### config.mk
export PLATFORM = sky130hd
export DESIGN_NAME = kth_rank_stream_selector
export DESIGN_NICKNAME = d
export VERILOG_FILES = /design/src/rtl/krs_pkg.sv /design/src/rtl/krs_cell.sv /design/src/rtl/kth_rank_stream_selector.sv
export SDC_FILE = /design/constraint.sdc
export NUM_CORES = 2
export LEC_CHECK = 0
export BUFFER_PORTS_ARGS = -buffer_cell sky130_fd_sc_hd__buf_2
export CAP_MARGIN = 30
export CORE_MARGIN = 4
export CORE_UTILIZATION = 65
export DETAILED_ROUTE_END_ITERATION = 6
export PLACE_DENSITY = 0.81
export SYNTH_ARGS = -nofsm -noshare
export SYNTH_HDL_FRONTEND = slang
export SYNTH_SLANG_ARGS = --single-unit
### constraint.sdc
create_clock -name clk -period 12.38 [get_ports clk]
set_input_delay 1.238 -clock clk [delete_from_list [all_inputs] [get_ports clk]]
set_output_delay 1.238 -clock clk [all_outputs]
set_load 0.01 [all_outputs]
### src/rtl/krs_pkg.sv
package krs_pkg;

  localparam int DATA_W          = 32;
  localparam int RANK_W          = 5;
  localparam int STORE_DEPTH_DEF = 16;

  typedef enum logic [0:0] {
    REG_RANK_K       = 1'b0,
    REG_PICK_LARGEST = 1'b1
  } krs_reg_t;

  typedef struct packed {
    logic write_en;
    logic below_start;
    logic at_start;
    logic chain_head;
  } krs_cell_ctl_t;

endpackage

### src/rtl/krs_cell.sv
module krs_cell import krs_pkg::*; (
  input  logic                     clk,
  input  logic signed [DATA_W-1:0] sample_value,
  input  logic                     pick_largest,
  input  krs_cell_ctl_t            ctl,
  input  logic signed [DATA_W-1:0] prev_value,
  input  logic                     prev_shift,
  input  logic                     next_shift,
  output logic signed [DATA_W-1:0] value,
  output logic                     better,
  output logic                     shift
);

  always_comb begin
    better = pick_largest ? (sample_value > value) : (sample_value < value);
    shift  = ctl.below_start & better & (ctl.chain_head | next_shift);
  end

  // entry moves down one place; the cell takes its upper neighbor or the new value
  always_ff @(posedge clk) begin
    if (ctl.write_en && (ctl.at_start || shift)) begin
      value <= prev_shift ? prev_value : sample_value;
    end
  end

endmodule

### src/rtl/kth_rank_stream_selector.sv
// The set_end beat sets rpt_pend; the result registers once the output is free.
// Throughput: one value per cycle while in_stall is low; every held entry compares
//   against it in parallel; the shift runs through the row of cells in that cycle.
// in_stall is raised only while a finished result waits behind a stalled output.
// Reset: held count cleared, rank_k = 3, pick_largest = 1; the stored entries keep
//   their contents and are only read after they have been written.
module kth_rank_stream_selector import krs_pkg::*; #(
  parameter int STORE_DEPTH = STORE_DEPTH_DEF
) (
  input  logic                     clk,
  input  logic                     rst,
  input  logic                     wr_en,
  input  logic [0:0]               wr_index,
  input  logic [RANK_W-1:0]        wr_data,
  input  logic                     in_valid,
  output logic                     in_stall,
  input  logic signed [DATA_W-1:0] sample_value,
  input  logic                     set_end,
  output logic                     out_valid,
  input  logic                     out_stall,
  output logic signed [DATA_W-1:0] ranked_value,
  output logic                     set_complete
);

  localparam int CW = $clog2(STORE_DEPTH + 1);
  localparam int IW = (STORE_DEPTH > 1) ? $clog2(STORE_DEPTH) : 1;

  logic [RANK_W-1:0] rank_k;
  logic              pick_largest;
  logic [CW-1:0]     held_count;
  logic [CW-1:0]     held_count_next;
  logic              rpt_pend;
  logic [IW-1:0]     rpt_idx;
  logic              rpt_complete;

  logic [CW-1:0] kc;
  logic [CW-1:0] n;
  logic [CW-1:0] n_minus1;
  logic [CW-1:0] start;
  logic [CW-1:0] held_post;
  logic [CW-1:0] rn;
  logic [CW-1:0] rn_minus1;
  logic          full;
  logic          accept;
  logic          in_take;
  logic          rpt_move;

  logic signed [DATA_W-1:0] cell_value [STORE_DEPTH];
  logic [STORE_DEPTH-1:0]   better_vec;
  logic [STORE_DEPTH-1:0]   shift_vec;

  always_ff @(posedge clk) begin
    if (rst) begin
      rank_k       <= RANK_W'(3);
      pick_largest <= 1'b1;
    end else if (wr_en) begin
      case (wr_index)
        REG_RANK_K:       rank_k       <= wr_data;
        REG_PICK_LARGEST: pick_largest <= wr_data[0];
        default:          ;
      endcase
    end
  end

  always_comb begin
    if (rank_k == '0) begin
      kc = CW'(1);
    end else if (int'(rank_k) > STORE_DEPTH) begin
      kc = CW'(STORE_DEPTH);
    end else begin
      kc = CW'(rank_k);
    end
    n        = (held_count < kc) ? held_count : kc;
    n_minus1 = n - CW'(1);
    full     = (n == kc);
    start    = full ? n_minus1 : n;
    accept   = !full || better_vec[n_minus1[IW-1:0]];
    if (accept) begin
      held_post = full ? n : n + CW'(1);
    end else begin
      held_post = held_count;
    end
    rn        = (held_post < kc) ? held_post : kc;
    rn_minus1 = rn - CW'(1);
  end

  assign rpt_move = rpt_pend && (!out_valid || !out_stall);
  assign in_stall = rpt_pend && !rpt_move;
  assign in_take  = in_valid && !in_stall;

  always_comb begin
    held_count_next = held_count;
    if (in_take) begin
      held_count_next = set_end ? '0 : held_post;
    end
  end

  for (genvar j = 0; j < STORE_DEPTH; j++) begin : g_cell
    krs_cell_ctl_t            ctl;
    logic signed [DATA_W-1:0] prev_value;
    logic                     prev_shift;
    logic                     next_shift;

    always_comb begin
      ctl.write_en    = in_take && accept;
      ctl.below_start = CW'(j) < start;
      ctl.at_start    = CW'(j) == start;
      ctl.chain_head  = CW'(j + 1) == start;
    end

    if (j == 0) begin : g_first
      assign prev_value = sample_value;
      assign prev_shift = 1'b0;
    end else begin : g_inner
      assign prev_value = cell_value[j-1];
      assign prev_shift = shift_vec[j-1];
    end

    if (j == STORE_DEPTH - 1) begin : g_last
      assign next_shift = 1'b0;
    end else begin : g_link
      assign next_shift = shift_vec[j+1];
    end

    krs_cell u_cell (
      .clk          (clk),
      .sample_value (sample_value),
      .pick_largest (pick_largest),
      .ctl          (ctl),
      .prev_value   (prev_value),
      .prev_shift   (prev_shift),
      .next_shift   (next_shift),
      .value        (cell_value[j]),
      .better       (better_vec[j]),
      .shift        (shift_vec[j])
    );
  end

  always_ff @(posedge clk) begin
    if (rst) begin
      held_count <= '0;
      rpt_pend   <= 1'b0;
      out_valid  <= 1'b0;
    end else begin
      held_count <= held_count_next;
      if (in_take && set_end) begin
        rpt_pend <= 1'b1;
      end else if (rpt_move) begin
        rpt_pend <= 1'b0;
      end
      if (rpt_move) begin
        out_valid <= 1'b1;
      end else if (!out_stall) begin
        out_valid <= 1'b0;
      end
    end
  end

  always_ff @(posedge clk) begin
    if (in_take && set_end) begin
      rpt_idx      <= rn_minus1[IW-1:0];
      rpt_complete <= (held_post >= kc);
    end
    if (rpt_move) begin
      ranked_value <= cell_value[rpt_idx];
      set_complete <= rpt_complete;
    end
  end

endmodule

== After elaboration in Yosys (flattened, before gate mapping) ==
Cells that the tools add are included.

* Add/sub/neg operators: 3
* Magnitude comparators: 54
* Eq/ne operators: 18
* Muxes and demuxes: 48
* Bitwise operators: 49
* Reduce and logical (&&, ||, !) cells: 49

{| class="wikitable"
|+ Operators by type and width
! kind !! number
|-
| 2-to-1 mux 32 bit || 17
|-
| > comparator 32 bit || 16
|-
| < comparator 32 bit || 16
|-
| binary-select mux 32 bit (select 4 bit) || 1
|-
| == test 4 x 5 -> 1 bit, first input constant || 8
|-
| < comparator 4 x 5 -> 1 bit, first input constant || 8
|-
| 2-to-1 mux 5 bit || 7
|-
| bitwise AND 1 bit || 32
|-
| logical AND 1 bit || 21
|-
| 2-to-1 mux 1 bit || 21
|-
| == test 3 x 5 -> 1 bit, first input constant || 4
|-
| < comparator 3 x 5 -> 1 bit, first input constant || 4
|-
| logical OR 1 bit || 18
|-
| bitwise OR 1 bit || 15
|-
| == test 2 x 5 -> 1 bit, first input constant || 2
|-
| logical NOT 5 bit || 2
|-
| < comparator 1 x 5 -> 1 bit, first input constant || 2
|-
| < comparator 2 x 5 -> 1 bit, first input constant || 2
|-
| < comparator 5 bit || 2
|-
| adder 5 x 1 -> 5 bit, second input constant || 1
|-
| == test 1 x 5 -> 1 bit, first input constant || 1
|-
| == test 5 bit || 1
|-
| == test 5 bit, first input constant || 1
|-
| greater-or-equal comparator 5 bit || 1
|-
| 13 further kinds || 18
|}

* Register bits after elaboration: 563
* Input port bits: 44
* Output and inout port bits: 35
* Word-level logic and storage cells: 246

== Depth between registers and ports, before layout ==
* Word-level depth: 42
* Depth in mapped cells: 29
* Depth with buffers taken out: 26

== By module ==
A second synthesis with hierarchy kept.

* Cells, all modules: 3627
* Area, all modules: 42654.7 um^2

{| class="wikitable"
|+ Modules (own cells, without submodules)
! module !! times used !! cells an instance !! area an instance (um^2) !! sequential area each (um^2)
|-
| krs_cell || 16 || 196 || 2243.4 || 960.9
|-
| kth_rank_stream_selector || 1 || 491 || 6760.2 || 1401.3
|}

== Worst setup path after synthesis ==
OpenSTA, ideal clock, no wires.

* Kind: input port to flip-flop
* Start: in sample_value[11]
* End: reg g_cell[7].u_cell.value[0], enable pin
* Setup time: 432 ps
* Arrival: 6393 ps
* Required time: 11948 ps
* Setup slack: 5555 ps
* Stages on the path: 17
* Path buffers: 3
* Cells stage by stage: ha_1 a2111oi_2 o21ai_1 a311oi_1 a21boi_1 o31a_1 or3b_1 a31o_1 a221o_1 o2111ai_4 and3_1 buf_4 nor2_1 or3_1 buf_2 buf_6 a21oi_1

* Word-level cells in the longest chain between the ends: 22
* Elaborated cells on any way between the ends: 80
* Classes of those cells: 32 x order compare; 18 x mux; 26 x bitwise; 4 x reduce/logical

{| class="wikitable"
|+ Ends and longest elaborated chain
! what !! RTL line !! text
|-
| start, declared || kth_rank_stream_selector.sv:17 || <nowiki>input logic signed [DATA_W-1:0] sample_value,</nowiki>
|-
| < comparator 32 bit or > comparator 32 bit (tied branches) || krs_cell.sv:15 || <nowiki>better = pick_largest ? (sample_value > value) : (sample_value < value);</nowiki>
|-
| 2-to-1 mux 1 bit || krs_cell.sv:15 ||
|-
| bitwise AND 1 bit (2 in series) || krs_cell.sv:16 || <nowiki>shift = ctl.below_start & better & (ctl.chain_head | next_shift);</nowiki>
|-
| bitwise OR 1 bit || krs_cell.sv:16 ||
|-
| bitwise AND 1 bit || krs_cell.sv:16 ||
|-
| bitwise OR 1 bit || krs_cell.sv:16 ||
|-
| bitwise AND 1 bit || krs_cell.sv:16 ||
|-
| bitwise OR 1 bit || krs_cell.sv:16 ||
|-
| (+5 left out) || -- ||
|-
| bitwise OR 1 bit || krs_cell.sv:16 ||
|-
| bitwise AND 1 bit || krs_cell.sv:16 ||
|-
| bitwise OR 1 bit || krs_cell.sv:16 ||
|-
| bitwise AND 1 bit || krs_cell.sv:16 ||
|-
| bitwise OR 1 bit || krs_cell.sv:16 ||
|-
| bitwise AND 1 bit || krs_cell.sv:16 ||
|-
| logical OR 1 bit || krs_cell.sv:21 || <nowiki>if (ctl.write_en && (ctl.at_start || shift)) begin</nowiki>
|-
| logical AND 1 bit * || krs_cell.sv:21 ||
|-
| end signal, assigned || krs_cell.sv:22 || <nowiki>value <= prev_shift ? prev_value : sample_value;</nowiki>
|-
| end, declared || krs_cell.sv:9 || <nowiki>output logic signed [DATA_W-1:0] value,</nowiki>
|}

Every way passes the cells marked *; elsewhere a longest branch is shown, timed or not. The select of a mux whose other input is x is not followed.
A chain may end at the register's enable or synchronous reset.

== Worst setup path in the final report ==
* Start: in sample_value[11]
* End: reg g_cell[7].u_cell.value[16], enable pin

The elaborated chain is that of the path after synthesis.

==> results.md <==
- Cell repeated most along the worst path: buf_4
- Setup Total Neg Slack: 0 ns
- Final std cells w/o fill: approximately 4800
- Gr ovfl total: 0
- Detailed Route Iter0 Violations: about 5200
- Register area share after synthesis: 40.6%
- Share of layout cells above drive strength 1: 17.5%
- CP Data Required Time: 12.66 ns
- Clock Sinks: roughly 560
- Wirelength per Cell: 28.7 um
- Die Y: between 200 and 300 um
- Num CTS Buffers: 61
- Routed vias: around 33000
- CTS tree: built
- Async set or reset register ratio after synthesis: 0%
- Worst-path maximum fanout: 65
- Internal power: 0.00380 W
- Final worst path period need: 8.18 ns
- Seq pwr share: 41.3%
- Post-route ant nets: 0
- Sw Pwr: 0.00161 W
- DR DRC count: 0
- Rel. slew slack: between 20% and 30%
- Initial antenna violation count: 8
- Post-synth top flop: edfxtp_1
- Top post-synthesis cells by area: edfxtp_1 (40%), ha_1 (16%), mux4_2 (8.7%), mux2_2 (5.6%), inv_1 (4.9%)
- Core region area: ~0.063 mm2
- Unrepaired setup endpoints after global routing: no
- Vias per cell: 7.00
- Mapped cell area: 0.0413 mm2
- Finished Core Util: roughly 71%
- Detail Placement HPWL: around 96 mm
- Total power: 0.00542 W
- Sw Share: 29.8%
- CTS resizes: 0
- Worst Setup Start Kind: input port
- Routed WL: about 140 mm
- Final estimated routing congestion in global placement: between 1 and 1.5
- Worst endpoint data arrival time: 8.46 ns
- Final hold slack: 0.422 ns
- Max VDD drop: 0.000124 V
- Pwr/cell area: about 120 mW/mm2
- Post-synth cell types: 91
- Static Leak: approximately 19 nW
- Nets: approximately 4400
- Worst Setup End Kind: flip-flop
- Largest delay contributor family on the critical path: compound AO/OA/AOI/OAI gates
- Setup Viol. Count Final: 0
- Clock-pin transition on the worst setup and hold timing paths: 0.06 ns
- Outcome: completed
- Post-CTS setup buffers: 0
- Full die area: 0.0676 mm2
- Crit-path max cell delay: 0.74 ns
- Post-synth EDFFs: 550
- Largest net degree at the start of global routing: 66
- Avg Inst Size Synth: 10.9 um2
- Vias in the first global route: 31363
- Gate power share: 23.2%
- Root buf cell: clkbuf_16
- Clock power share: between 30% and 40%
- Worst-Margin Slew: 1.06 ns
- Synth top area share: 40.0%
- GRT Total Usage: 39.7%
- Area Overhead vs Synth: 8.83%
- Mapped Nets: 4372
- Crit path cell chain: buf_2, buf_4, ha_1, a2111oi_2, o21ai_1, a311oi_1, a21boi_1, nor4_1, o21ai_0, a31o_2, a221o_2, buf_4, o2111ai_4, and3_2, buf_12, nor2_1, or3_2, buf_4, a21oi_4, buf_4
- Drt first pass iters: 6
- Worst hold path class: flip-flop to flip-flop
- Max-slew violations: 0
- Clock Latency Late Sink: 0.68 ns
- Worst Path Buf+Inv: 6
- H-tree levels: 2
- Synth cell count leaders: edfxtp_1 (550), inv_1 (535), ha_1 (523)
- Yosys reg bits: 563
- Placed insts: 4628
- Cell taking the most area after synthesis: edfxtp_1
- Site Rows: 92
- Post-synthesis cell count: between 3000 and 4000
- CTS Buffer Depth: 3
- Fmax: 122 MHz
- Crit Path Class: input port to flip-flop
- Initial core utilization: between 60% and 70%
- Number of I/O pins: 79
- Hold Buf Count CTS: 0
- Final hold viol count: 0
- Die W: 260 um
- Final Cycle Share: between 60% and 70%
- CP max stage cell: nor4_1
- Yosys warns: 0
- Clk_skew: 0.0478 ns
- Most instantiated library cell after synthesis: edfxtp_1
- Max-Cap Viols: 0
- First-pass GRT wire length: 200 mm
- Port bufs: 78
[layout make-up]
class | count | area, um2
well taps | 846 | 1060
repair buffers | 144 | 993
multi-input cells | 2541 | 22000
inverters | 537 | 2020
flip-flops and latches | 563 | 16800
clock inverters | 43 | 447
clock buffers | 72 | 1590
diodes | 4 | 10.0
fillers | 4363 | 18000
[per-stage QoR]
step	area (um2)	worst slack, ns
2_1_floorplan	41300	5.55
3_3_place_gp	42700	3.77
3_5_place_dp	42800	4.00
4_1_cts	44800	4.63
5_1_grt	44900	4.00
6_report	44900	4.20
[logic make-up after synthesis]
kind of cell    share of synthesized area, %
compound gates                          11.7
simple gates                            9.13
flops                                   40.6
mux                                     15.8
buf+inv                                 6.54
xor+xnor                               0.255
fa+ha+maj                               15.8
[layer usage]
| metal | vias up | track usage [%] | routed length [um] |
|---|---|---|---|
| met4 | 12 | 22.5 | 9710 |
| met1 | 15863 | 54.5 | 49400 |
| met3 | 467 | 11.3 | 20100 |
| li1 | 14248 | - | - |
| met2 | 2661 | 56.8 | 57000 |
| met5 | - | 0 | 69 |
[state kept, by name, summed over array words and instances (netlist names)]
signal,count
g_cell.u_cell.value,512
ranked_value,32
held_count,5
rank_k,5
rpt_idx,4
out_valid,1
pick_largest,1
rpt_complete,1
rpt_pend,1
set_complete,1
[worst paths after layout]
check                                       from                          to  slack [ns]  depth (start not counted)
worst min-delay path                rpt_complete                set_complete        0.42                          0
worst min register to register      rpt_complete                set_complete        0.42                          0
worst max-delay path            sample_value[11]  g_cell[7].u_cell.value[16]        4.20                         20
worst max register to register         rank_k[4]  g_cell[7].u_cell.value[16]        4.57                         20
[placed cells by master, fill, tap and decap left out, types with 13 or more instances in the layout]
cell type  instances
mux2i_1           16
nand3_1           72
a21o_1            52
o21ai_0          308
nand4_1           86
and3_1            20
buf_4             59
nor4_1            16
mux2_2           206
a211oi_1          34
o31ai_1           14
nor2b_1           29
o21a_1            16
o211ai_1          22
clkinv_1          13
clkinv_2          17
nand2_1          357
o21ai_1           34
a21oi_1          153
nor2_1            96
inv_1            535
a31oi_1           18
nor3_1            51
edfxtp_1         550
ha_1             523
mux2_4            29
buf_2             78
mux4_2           160
clkbuf_16         62
[power groups by stage]
stage	clock, W	combinational, W	sequential, W
finish	0.00192	0.00126	0.00224
global route	0.00199	0.00132	0.00224
floorplan	0	0.000790	0.00226
detailed placement	0	0.00120	0.00228
CTS	0.00191	0.00121	0.00224
global placement	0	0.00116	0.00228
(Power assumes the default switching activity.)
